[config.mk]
export PLATFORM = sky130hd
export DESIGN_NAME = first_fit_heap_allocator_top
export DESIGN_NICKNAME = d
export VERILOG_FILES = /design/src/design/ffha_pkg.sv /design/src/design/first_fit_heap_allocator_top.sv
export SDC_FILE = /design/constraint.sdc
export NUM_CORES = 2
export LEC_CHECK = 0
export ABC_AREA = 1
export ABC_CLOCK_PERIOD_IN_PS = 4490
export BUFFER_PORTS_ARGS = -buffer_cell sky130_fd_sc_hd__buf_2
export CORE_ASPECT_RATIO = 2
export CORE_MARGIN = 2
export CORE_UTILIZATION = 57
export CTS_CLUSTER_SIZE = 10
export DETAILED_ROUTE_END_ITERATION = 6
export HOLD_SLACK_MARGIN = 0.1
export PLACE_DENSITY = 0.76
export SLEW_MARGIN = 20
export SYNTH_ARGS = -nofsm -noshare
export SYNTH_HDL_FRONTEND = slang
export SYNTH_SLANG_ARGS = --single-unit
[constraint.sdc]
create_clock -name i_clk -period 4.49 [get_ports i_clk]
set_input_delay 0.6735 -clock i_clk [delete_from_list [all_inputs] [get_ports i_clk]]
set_output_delay 0.6735 -clock i_clk [all_outputs]
set_load 0.01 [all_outputs]
[src/design/ffha_pkg.sv]
package ffha_pkg;

    localparam int ARENA_BYTES  = 65536;
    localparam int HEADER_BYTES = 16;
    localparam int MAX_CHUNKS   = 64;
    localparam int MIN_ALLOC    = 4;
    localparam int SPLIT_SLACK  = 4;

    localparam int IDX_W = $clog2(MAX_CHUNKS);
    localparam int CNT_W = $clog2(MAX_CHUNKS + 1);
    localparam int SZ_W  = 17;
    localparam int OFS_W = 16;

    localparam logic [SZ_W-1:0] FULL_FREE = SZ_W'(ARENA_BYTES - HEADER_BYTES);
    localparam logic [SZ_W-1:0] HDR       = SZ_W'(HEADER_BYTES);

    localparam logic CMD_ALLOC = 1'b0;
    localparam logic CMD_FREE  = 1'b1;

    localparam logic [2:0] ST_OK     = 3'd0;
    localparam logic [2:0] ST_ZERO   = 3'd1;
    localparam logic [2:0] ST_NOFIT  = 3'd2;
    localparam logic [2:0] ST_FULL   = 3'd3;
    localparam logic [2:0] ST_INVAL  = 3'd4;
    localparam logic [2:0] ST_DOUBLE = 3'd5;

    typedef struct packed {
        logic [OFS_W-1:0] start;
        logic [SZ_W-1:0]  bytes;
        logic             free;
    } t_entry;

endpackage

[src/design/first_fit_heap_allocator_top.sv]
// First-fit allocator over one arena, kept as an address-ordered chunk table in a
// single-port-write, one-read RAM. One request is handled at a time: the table is
// scanned at one entry per cycle, a split or merge moves the entries above the
// chunk by one entry per cycle, and a successful allocate then rescans the table to
// recount the largest free chunk. The table holds at most 64 chunks. A zero-size
// allocate goes straight to the result without a scan. After reset the initial
// chunk is written in the init state before requests are taken. The next request
// is accepted while the previous result still waits at the output.
module first_fit_heap_allocator_top
    import ffha_pkg::*;
(
    input  logic        i_clk,
    input  logic        i_rst_n,
    input  logic        i_s_tvalid,
    output logic        o_s_tready,
    input  logic [31:0] i_s_tdata,   // req_size[15:0], free_offset[31:16]
    input  logic        i_s_tuser,   // cmd
    output logic        o_m_tvalid,
    input  logic        i_m_tready,
    output logic [55:0] o_m_tdata,   // payload_offset[15:0], bytes_allocated[32:16],
                                     // largest_free[49:33], zero fill above
    output logic [2:0]  o_m_tuser    // status
);

    localparam logic [3:0] S_INIT  = 4'd0;
    localparam logic [3:0] S_IDLE  = 4'd1;
    localparam logic [3:0] S_ASCAN = 4'd2;
    localparam logic [3:0] S_AHIT  = 4'd3;
    localparam logic [3:0] S_AWR1  = 4'd4;
    localparam logic [3:0] S_AWR2  = 4'd5;
    localparam logic [3:0] S_RSCAN = 4'd6;
    localparam logic [3:0] S_FSCAN = 4'd7;
    localparam logic [3:0] S_FNXT  = 4'd8;
    localparam logic [3:0] S_FWR   = 4'd9;
    localparam logic [3:0] S_COPY  = 4'd10;
    localparam logic [3:0] S_DONE  = 4'd11;

    t_entry mem [MAX_CHUNKS];
    t_entry rdata, wd;
    logic [IDX_W-1:0] ra, wa;
    logic we;

    always_ff @(posedge i_clk) begin
        if (we) begin
            mem[wa] <= wd;
        end
        rdata <= mem[ra];
    end

    logic [3:0] r_state, n_state;
    logic [CNT_W-1:0] r_count, n_count;
    logic [SZ_W-1:0] r_total, n_total, r_largest, n_largest;
    logic r_cmd, n_cmd;
    logic [SZ_W-1:0] r_want, n_want;
    logic [OFS_W-1:0] r_where, n_where;
    logic [CNT_W-1:0] r_idx, n_idx;
    logic r_pend, n_pend;
    logic [IDX_W-1:0] r_pidx, n_pidx;
    logic [IDX_W-1:0] r_i, n_i;
    t_entry r_ent, n_ent, r_prev, n_prev;
    logic [SZ_W-1:0] r_gbytes, n_gbytes;
    logic [OFS_W-1:0] r_grant, n_grant;
    logic [2:0] r_status, n_status;
    logic [IDX_W-1:0] r_src, n_src, r_dst, n_dst, r_wdst, n_wdst;
    logic [CNT_W-1:0] r_ccnt, n_ccnt;
    logic r_cpend, n_cpend, r_cup, n_cup;
    logic [3:0] r_cret, n_cret;
    logic [IDX_W-1:0] r_m, n_m;
    logic [OFS_W-1:0] r_mstart, n_mstart;
    logic [SZ_W-1:0] r_mbytes, n_mbytes;
    logic r_ovalid, n_ovalid;
    logic [2:0] r_ostatus, n_ostatus;
    logic [49:0] r_odata, n_odata;

    logic in_acc, issue, drained, split, has_next, pm, nm;
    logic [SZ_W-1:0] req_ext, mb;
    logic [OFS_W:0] new_start;

    assign in_acc = i_s_tvalid && o_s_tready;
    assign o_s_tready = (r_state == S_IDLE);
    assign o_m_tvalid = r_ovalid;
    assign o_m_tuser = r_ostatus;
    assign o_m_tdata = {6'd0, r_odata};

    assign issue = (r_idx < r_count);
    assign drained = !r_pend && !issue;
    assign req_ext = {1'b0, i_s_tdata[15:0]};
    assign split = {1'b0, r_ent.bytes} > ({1'b0, r_want} + 18'(HEADER_BYTES + SPLIT_SLACK));
    assign has_next = ({1'b0, r_i} + 1'b1) < r_count;
    assign pm = (r_i != '0) && r_prev.free;
    assign nm = has_next && rdata.free;
    assign mb = r_ent.bytes + (pm ? r_prev.bytes + HDR : '0) + (nm ? rdata.bytes + HDR : '0);
    assign new_start = {1'b0, r_ent.start} + HDR + r_want;

    always_comb begin
        n_state = r_state;   n_count = r_count;   n_total = r_total;
        n_largest = r_largest; n_cmd = r_cmd;     n_want = r_want;
        n_where = r_where;   n_idx = r_idx;       n_pend = r_pend;
        n_pidx = r_pidx;     n_i = r_i;           n_ent = r_ent;
        n_prev = r_prev;     n_gbytes = r_gbytes; n_grant = r_grant;
        n_status = r_status; n_src = r_src;       n_dst = r_dst;
        n_wdst = r_wdst;     n_ccnt = r_ccnt;     n_cpend = r_cpend;
        n_cup = r_cup;       n_cret = r_cret;     n_m = r_m;
        n_mstart = r_mstart; n_mbytes = r_mbytes;
        n_ovalid = r_ovalid && !i_m_tready;
        n_ostatus = r_ostatus; n_odata = r_odata;
        we = 1'b0;
        wa = r_wdst;
        wd = rdata;
        ra = r_idx[IDX_W-1:0];

        // The table scans share one read pipeline: address now, data next cycle.
        if (r_state == S_ASCAN || r_state == S_FSCAN || r_state == S_RSCAN) begin
            n_idx = issue ? r_idx + 1'b1 : r_idx;
            n_pend = issue;
            n_pidx = r_idx[IDX_W-1:0];
        end

        case (r_state)
            S_INIT: begin
                we = 1'b1;
                wa = '0;
                wd = '{start: '0, bytes: FULL_FREE, free: 1'b1};
                n_state = S_IDLE;
            end
            S_IDLE: begin
                if (in_acc) begin
                    n_cmd = i_s_tuser;
                    n_where = i_s_tdata[31:16];
                    n_want = (req_ext < SZ_W'(MIN_ALLOC)) ? SZ_W'(MIN_ALLOC) : req_ext;
                    n_grant = '0;
                    n_idx = '0;
                    n_pend = 1'b0;
                    if (i_s_tuser == CMD_FREE) begin
                        n_state = S_FSCAN;
                    end else if (i_s_tdata[15:0] == '0) begin
                        n_status = ST_ZERO;
                        n_state = S_DONE;
                    end else begin
                        n_state = S_ASCAN;
                    end
                end
            end
            S_ASCAN: begin
                if (r_pend && rdata.free && rdata.bytes >= r_want) begin
                    n_i = r_pidx;
                    n_ent = rdata;
                    n_state = S_AHIT;
                end else if (drained) begin
                    n_status = ST_NOFIT;
                    n_state = S_DONE;
                end
            end
            S_AHIT: begin
                if (split && r_count >= CNT_W'(MAX_CHUNKS)) begin
                    n_status = ST_FULL;
                    n_state = S_DONE;
                end else if (split) begin
                    n_gbytes = r_want;
                    n_ccnt = r_count - CNT_W'(r_i) - 1'b1;
                    n_src = IDX_W'(r_count - 1'b1);
                    n_dst = IDX_W'(r_count);
                    n_cup = 1'b0;
                    n_cpend = 1'b0;
                    n_cret = S_AWR1;
                    n_state = S_COPY;
                end else begin
                    n_gbytes = r_ent.bytes;
                    n_state = S_AWR2;
                end
            end
            S_AWR1: begin
                we = 1'b1;
                wa = r_i + 1'b1;
                wd = '{start: new_start[OFS_W-1:0],
                       bytes: r_ent.bytes - r_want - HDR, free: 1'b1};
                n_count = r_count + 1'b1;
                n_state = S_AWR2;
            end
            S_AWR2: begin
                we = 1'b1;
                wa = r_i;
                wd = '{start: r_ent.start, bytes: r_gbytes, free: 1'b0};
                n_total = r_total + r_gbytes;
                n_grant = r_ent.start + OFS_W'(HEADER_BYTES);
                n_largest = '0;
                n_idx = '0;
                n_pend = 1'b0;
                n_state = S_RSCAN;
            end
            S_RSCAN: begin
                if (r_pend && rdata.free && rdata.bytes > r_largest) begin
                    n_largest = rdata.bytes;
                end
                if (drained) begin
                    n_status = ST_OK;
                    n_state = S_DONE;
                end
            end
            S_FSCAN: begin
                if (r_pend) begin
                    if (r_where == rdata.start + OFS_W'(HEADER_BYTES)) begin
                        n_i = r_pidx;
                        n_ent = rdata;
                        n_state = S_FNXT;
                    end else begin
                        n_prev = rdata;
                    end
                end else if (drained) begin
                    n_status = ST_INVAL;
                    n_state = S_DONE;
                end
            end
            S_FNXT: begin
                // rdata holds the next entry, read on the cycle the match was found.
                if (r_ent.free) begin
                    n_status = ST_DOUBLE;
                    n_state = S_DONE;
                end else begin
                    n_total = r_total - r_ent.bytes;
                    n_m = pm ? r_i - 1'b1 : r_i;
                    n_mstart = pm ? r_prev.start : r_ent.start;
                    n_mbytes = mb;
                    n_ccnt = r_count - CNT_W'(r_i) - 1'b1 - CNT_W'(nm);
                    n_src = r_i + 1'b1 + IDX_W'(nm);
                    n_dst = (pm ? r_i : r_i + 1'b1);
                    n_count = r_count - CNT_W'(pm) - CNT_W'(nm);
                    n_cup = 1'b1;
                    n_cpend = 1'b0;
                    n_cret = S_FWR;
                    n_state = S_COPY;
                end
            end
            S_FWR: begin
                we = 1'b1;
                wa = r_m;
                wd = '{start: r_mstart, bytes: r_mbytes, free: 1'b1};
                if (r_mbytes > r_largest) begin
                    n_largest = r_mbytes;
                end
                n_status = ST_OK;
                n_state = S_DONE;
            end
            S_COPY: begin
                // Move a run of entries: read one, write it back in the cycle after the read.
                ra = r_src;
                we = r_cpend;
                wa = r_wdst;
                wd = rdata;
                n_cpend = (r_ccnt != '0);
                if (r_ccnt != '0) begin
                    n_ccnt = r_ccnt - 1'b1;
                    n_wdst = r_dst;
                    n_src = r_cup ? r_src + 1'b1 : r_src - 1'b1;
                    n_dst = r_cup ? r_dst + 1'b1 : r_dst - 1'b1;
                end else if (!r_cpend) begin
                    n_state = r_cret;
                end
            end
            S_DONE: begin
                if (!r_ovalid || i_m_tready) begin
                    n_ovalid = 1'b1;
                    n_ostatus = r_status;
                    n_odata = {r_largest, r_total, r_grant};
                    n_state = S_IDLE;
                end
            end
            default: begin
                n_state = S_IDLE;
            end
        endcase
    end

    always_ff @(posedge i_clk) begin
        if (!i_rst_n) begin
            r_state <= S_INIT;
            r_count <= CNT_W'(1);
            r_total <= '0;
            r_largest <= FULL_FREE;
            r_pend <= 1'b0;
            r_cpend <= 1'b0;
            r_ovalid <= 1'b0;
        end else begin
            r_state <= n_state;
            r_count <= n_count;
            r_total <= n_total;
            r_largest <= n_largest;
            r_pend <= n_pend;
            r_cpend <= n_cpend;
            r_ovalid <= n_ovalid;
        end
    end

    always_ff @(posedge i_clk) begin
        r_cmd <= n_cmd;       r_want <= n_want;     r_where <= n_where;
        r_idx <= n_idx;       r_pidx <= n_pidx;     r_i <= n_i;
        r_ent <= n_ent;       r_prev <= n_prev;     r_gbytes <= n_gbytes;
        r_grant <= n_grant;   r_status <= n_status; r_src <= n_src;
        r_dst <= n_dst;       r_wdst <= n_wdst;     r_ccnt <= n_ccnt;
        r_cup <= n_cup;       r_cret <= n_cret;     r_m <= n_m;
        r_mstart <= n_mstart; r_mbytes <= n_mbytes;
        r_ostatus <= n_ostatus; r_odata <= n_odata;
    end

    a_count_range: assert property (@(posedge i_clk) disable iff (!i_rst_n)
        r_count != '0 && r_count <= CNT_W'(MAX_CHUNKS))
        else $error("chunk count out of range");

    a_accept_leaves_idle: assert property (@(posedge i_clk) disable iff (!i_rst_n)
        in_acc |=> r_state != S_IDLE)
        else $error("request accepted but block stayed idle");

    a_total_bound: assert property (@(posedge i_clk) disable iff (!i_rst_n)
        r_total <= FULL_FREE)
        else $error("allocated total exceeds arena");

    a_cmd_free_status: assert property (@(posedge i_clk) disable iff (!i_rst_n)
        (r_state == S_DONE && r_cmd == CMD_FREE) |->
            (r_status == ST_OK || r_status == ST_INVAL || r_status == ST_DOUBLE))
        else $error("free request finished with an allocate status");

endmodule

* Word level (Yosys, flattened, before mapping) *
Memory sizes are Yosys's and may differ from the RTL's. A register that Yosys moved wholly into a read port is not among the register bits.
Index checks and enable logic that the tools add are counted.

operators by class
  add/subtract/negate cells = 30
  magnitude comparators = 8
  equal/unequal tests = 35
  mux-type cells = 90
  bitwise operators = 3
  reduce and logical (&&, ||, !) cells = 45

operators with widths
  cell                                              count
  one-hot mux 34 bit (4 select lines)               1
  two-way mux 17 bit                                6
  two-way mux 34 bit                                3
  two-way mux 6 bit                                 16
  one-hot mux 34 bit (2 select lines)               1
  two-way mux 4 bit                                 15
  two-way mux 7 bit                                 8
  adder 17 bit                                      3
  one-hot mux 17 bit (3 select lines)               1
  adder 16 x 5 -> 16 bit, second input constant     3
  one-hot mux 4 bit (11 select lines)               1
  one-hot mux 6 bit (3 select lines)                2
  adder 17 x 5 -> 17 bit, second input constant     2
  greater-than comparator 17 bit                    2
  inequality test 2 bit, second input constant      17
  one-hot mux 17 bit (2 select lines)               1
  two-way mux 16 bit                                2
  one-hot mux 16 bit (2 select lines)               1
  two-way mux 3 bit                                 10
  one-hot mux 7 bit (2 select lines)                2
  one-hot mux 6 bit (4 select lines)                1
  subtractor 6 x 1 -> 6 bit, second input constant  4
  one-hot mux 3 bit (7 select lines)                1
  one-hot mux 7 bit (3 select lines)                1
  other kinds (45)                                  107

word-level totals
  register bits = 325
  bits in writable memories = 2176
  output and inout port bits = 61
  word-level logic and storage cells = 244
  memories = 1

memory list
  name  words  bits a word  read ports  clocked after memory_dff  write ports  line                                source
  mem   64     34           1           1                         1            first_fit_heap_allocator_top.sv:38  t_entry mem [MAX_CHUNKS];

* Depth between registers and ports, before layout *
  depth after elaboration = 6
  depth in mapped cells = 27
  mapped depth without buffers = 27

* Worst setup path before layout *
No wires, ideal clock.

  path kind = register to register
  from = register r_state[3]
  to = memory mem[0][10] (netlist name), data pin
  library setup time = 0.702 ns
  arrival time = 3.850 ns
  required time = 3.788 ns
  setup slack = -0.062 ns
  stages on the path, launching flop included = 11
  path buffers = 2
  path through = dfxtp_1 -> inv_2 -> nand2_2 -> nor2_2 -> inv_2 -> nand3_2 -> nor2_4 -> inv_2 -> buf_4 -> clkbuf_1 -> o21ai_0

RTL lines
  what                      line                                 source
  start: declaration        first_fit_heap_allocator_top.sv:50   logic [3:0] r_state, n_state;
  start signal: assignment  first_fit_heap_allocator_top.sv:284  r_state <= n_state;
  end: declaration          first_fit_heap_allocator_top.sv:38

* Worst setup path after layout *
  from = register rdata[1] (netlist name)
  to = register r_ent[15] (netlist name) (enable)

between the ends
  word-level cells in the longest chain between the ends = 4

ends and longest elaborated chain
  what                                          line                                 source
  greater-or-equal comparator 17 x 16 -> 1 bit  first_fit_heap_allocator_top.sv:145  if (r_pend && rdata.free && rdata.bytes >= r_want) begin
  logical AND 1 bit                             first_fit_heap_allocator_top.sv:145
  inequality test 2 x 1 -> 1 bit (no line)      --
  AND reduction 4 bit (no line)                 --
  end signal: assignment                        first_fit_heap_allocator_top.sv:297  r_ent <= n_ent; r_prev <= n_prev; r_gbytes <= n_gbytes;
  end: declaration                              first_fit_heap_allocator_top.sv:60   t_entry r_ent, n_ent, r_prev, n_prev;

Every way passes these cells.
A chain may end at the register's enable or synchronous reset.

==> results_dict.tcl <==
set metrics [dict create \
    cts_sinks 2532 \
    grt.met2_usage 0.600 \
    synth_top_area_cell "edfxtp_1" \
    busiest_layer "met2" \
    portBuffers 91 \
    power_uw 89300 \
    crit_required_ns 4.96 \
    vdd_drop_max_uv 682 \
    cp_cell_sequence "inv_1 -> ha_1 -> nand2_1 -> nor2_1 -> nand2_1 -> nor2_1 -> nand2_1 -> nand4_1 -> nand2_1 -> a21oi_4 -> buf_4" \
    yosysSeqAreaShare 0.667 \
    wl_mm 343 \
    root_buffer "clkbuf_16" \
    design.core.area_sq_mm 0.196 \
    setup_ws_ns -0.0999 \
    start_kind "flop" \
    drt_iter0_drc 8242 \
    first_pass_iters 7 \
    cts_tree "yes" \
    setup_viol 40 \
    grt_max_degree 172 \
    critPathMaxFanout 40 \
    arrival_ns 5.06 \
    fin_skew_ns 0.0465 \
    synth_edf_count 2443 \
    tightestPinTransition_ns 1.20 \
    antenna_found_initial 16 \
    ys_seq_elements 2532 \
    place_inst 12800 \
    globalRouteMet3Util 0.0653 \
    syn-cell-area_sq_mm 0.113 \
    status "finished, violations left" \
    die_y_um 633 \
    timing.final.hold_violations 0 \
    rsz0062_at_grt "true" \
    violations "negative setup slack" \
    clock_latency_ns 0.86 \
    ys_types 55 \
    place_congestion 1.11 \
    dp_hpwl_mm 217 \
    die_w_um 318 \
    met1_usage 0.339 \
    numCtsBuffers 296 \
    path_clk_slew_ns 0.06 \
    syn_avg_cell_area_sq_um 10.9 \
    p_leak_uw 0.0508 \
    final_antenna_net_count 0 \
    grt_overflow 0 \
    h-tree-depth 5 \
    grt_pass1_wl_mm 504 \
    fin_cells 13300 \
    power.density_mw_per_mm2 698 \
    slowest_delay_ns 0.70 \
    nets 10900 \
    finalCritPeriodShare 1.02 \
    viasPerCell 6.13 \
    dr_total_vias 81300 \
    areaGrowthSynthToFinish_pct 13.6 \
    async_flop_share 0 \
    crit_slowest_cell "nor2_1" \
    relSlewSlack 0.190 \
    row_count 230 \
    start_util 0.574 \
    cts_buffer_depth 4 \
    drive_gt1_frac 0.0962 \
    grt_pass1_vias 81600 \
    remaining_drc_errors 0 \
    synth_top_area_frac 0.652 \
    die_area_sq_mm 0.201 \
    hold_class "in -> reg" \
    min_period_ns 4.59 \
    clock.fmax_mhz 218 \
    synth_area_leaders "edfxtp_1, nand2_1, nand3_1" \
    ys_warn_count 0 \
    drv_cap 0 \
    wl_per_cell_um 25.8 \
    critical_path.endpoint_type "flop" \
    grt_usage 0.339 \
    report.final.slew_viol_count 0 \
    netlist_instances 10300 \
    synth-main-ff-cell "edfxtp_1" \
    crit_type "reg -> reg" \
    critPathMostFrequentCell "nand2_1" \
    io_pins 98 \
]
==> state kept, by name, indices dropped and copies added, names as in the netlist, 16 cells and up <==
name	flops
r_mbytes	17
rdata	34
r_prev	34
r_mstart	16
r_grant	16
r_ent	34
r_want	16
r_gbytes	17
r_odata	50
mem	2176
r_largest	17
r_total	17
r_where	16
==> report_power, final <==
group	internal [uW]	total (uW)	switching, uW	leakage [uW]
clock	12200	21100	8980	0.00393
combinational	8270	31900	23600	0.0240
sequential	35000	36300	1270	0.0229
total	55400	89300	33800	0.0508
==> logic make-up (layout without fill, tap and decap cells) <==
| family | after synthesis | in the layout | share of synthesized area |
|---|---|---|---|
| AND/OR/NAND/NOR | 4564 | 4564 | 0.172 |
| flip-flops | 2532 | 2532 | 0.667 |
| buffers and inverters | 1799 | 2194 | 0.0641 |
| AO/OA/AOI/OAI | 1083 | 1083 | 0.0619 |
| adder cells (fa/ha/maj) | 228 | 228 | 0.0269 |
| XOR/XNOR | 93 | 93 | 0.00724 |
| other | 1 | 15 | 0.0000333 |
| multiplexers | 1 | 1 | 0.0000889 |
==> layout by cell type, fill, tap and decap left out, types with 11 or more instances in the layout <==
cell type      synthesis  layout
a21o_1                12      12
a21oi_1              226     214
a31oi_1               12      12
buf_12                 0     114
buf_2                332      91
buf_4                 14     306
clkbuf_1             146      81
clkbuf_16              0     302
dfxtp_1               89      89
dlygate4sd3_1          0      29
edfxtp_1            2443    2443
fa_1                  24      22
ha_1                 204     198
inv_1               1229    1224
inv_2                 17      17
nand2_1             2710    2702
nand3_1             1388    1384
nand3b_1              77      77
nand4_1               27      27
nor2_1               285     208
nor2_2                 6      15
nor2_4                 1      69
nor3_1                38      36
o211ai_1             484     484
o21ai_0              207     189
o21ai_1               38      37
o21ai_4                0      15
o21bai_1              11      11
o221ai_1              16      16
o22ai_1               24      24
or2_2                 15      15
xnor2_1               24      24
xor2_1                69      67
==> metal layers <==
layer,vias to the layer above,routed length (um)
met3,1692,29100
met1,38800,103000
met5,-,77
li1,36000,-
met4,12,35100
met2,4828,175000
==> stage by stage <==
step,util,setup WS (ns),TNS (ns),hold slack (ns),cell area [sq um]
CTS,0.650,0.0240,0,0.151,128000
finish,0.652,-0.0999,-2.52,0.171,128000
floorplan,-,-0.0618,-39.56,0.400,113000
global route,0.652,-0.0561,-0.123,0.191,128000
detailed placement,0.607,-0.346,-1.54,0.407,119000
global placement,0.607,-0.488,-1.95,0.403,119000
==> path summary, 6_finish.rpt <==
kind / slack [ns] / to / startpoint / depth (start not counted)
setup / recovery: -0.1 / r_ent[15]$_DFFE_PP_ / rdata[1]$_DFF_P_ / 11
hold reg to reg: 0.41 / r_odata[8]$_DFFE_PP_ / r_grant[8]$_SDFFCE_PN0P_ / 0
hold / removal: 0.17 / r_want[2]$_SDFFCE_PN1P_ / i_s_tdata[2] / 2
setup reg to reg: -0.1 / r_ent[15]$_DFFE_PP_ / rdata[1]$_DFF_P_ / 11
==> worst max-delay path: cells and delay by family (launching register included) <==
| kind | cells | cell delay (ns) |
|---|---|---|
| compound gates | 1 | 0.19 |
| fa+ha+maj | 1 | 0.31 |
| flops | 1 | 0.61 |
| simple gates | 7 | 2.24 |
| buf+inv | 2 | 0.77 |
==> repair_timing <==
action                                  4_1_cts  5_1_grt
cloned                                        0        0
hold buffers                                 29        0
pin swaps                                     5       15
setup buffers                                 0        9
resized for setup                            14       49
endpoints found under the setup margin        8       49
hold endpoints to repair                     29        0
==> synthesized netlist by cell type, types with 4 or more instances <==
master,n
dfxtp_1,89
a31oi_1,12
o21ai_1,38
o22ai_1,24
nand2_1,2710
nand2_2,4
nor2_2,6
nand4_1,27
nor3_1,38
xnor2_1,24
xor2_1,69
a21o_1,12
a21oi_1,226
nor4_1,5
buf_2,332
o21bai_1,11
or2_2,15
buf_4,14
ha_1,204
fa_1,24
o211ai_1,484
o21ai_0,207
nor2_1,285
buf_1,58
nand3_1,1388
edfxtp_1,2443
o21a_1,8
clkbuf_1,146
inv_2,17
a221oi_1,7
o2111ai_1,15
nand3b_1,77
o221ai_1,16
a211oi_1,6
inv_1,1229
==> cell type report <==
cell class	count	area, sq um
Antenna cell	9	22.5
Tap cell	2552	3190
Clock inverter	18	215
Inverter	1249	4720
Multi-Input combinational cell	5975	31400
Timing Repair Buffer	543	5380
Fill cell	14000	68300
Clock buffer	384	7880
Sequential cell	2532	75100
Note: power is estimated with default switching activity, not from simulation.
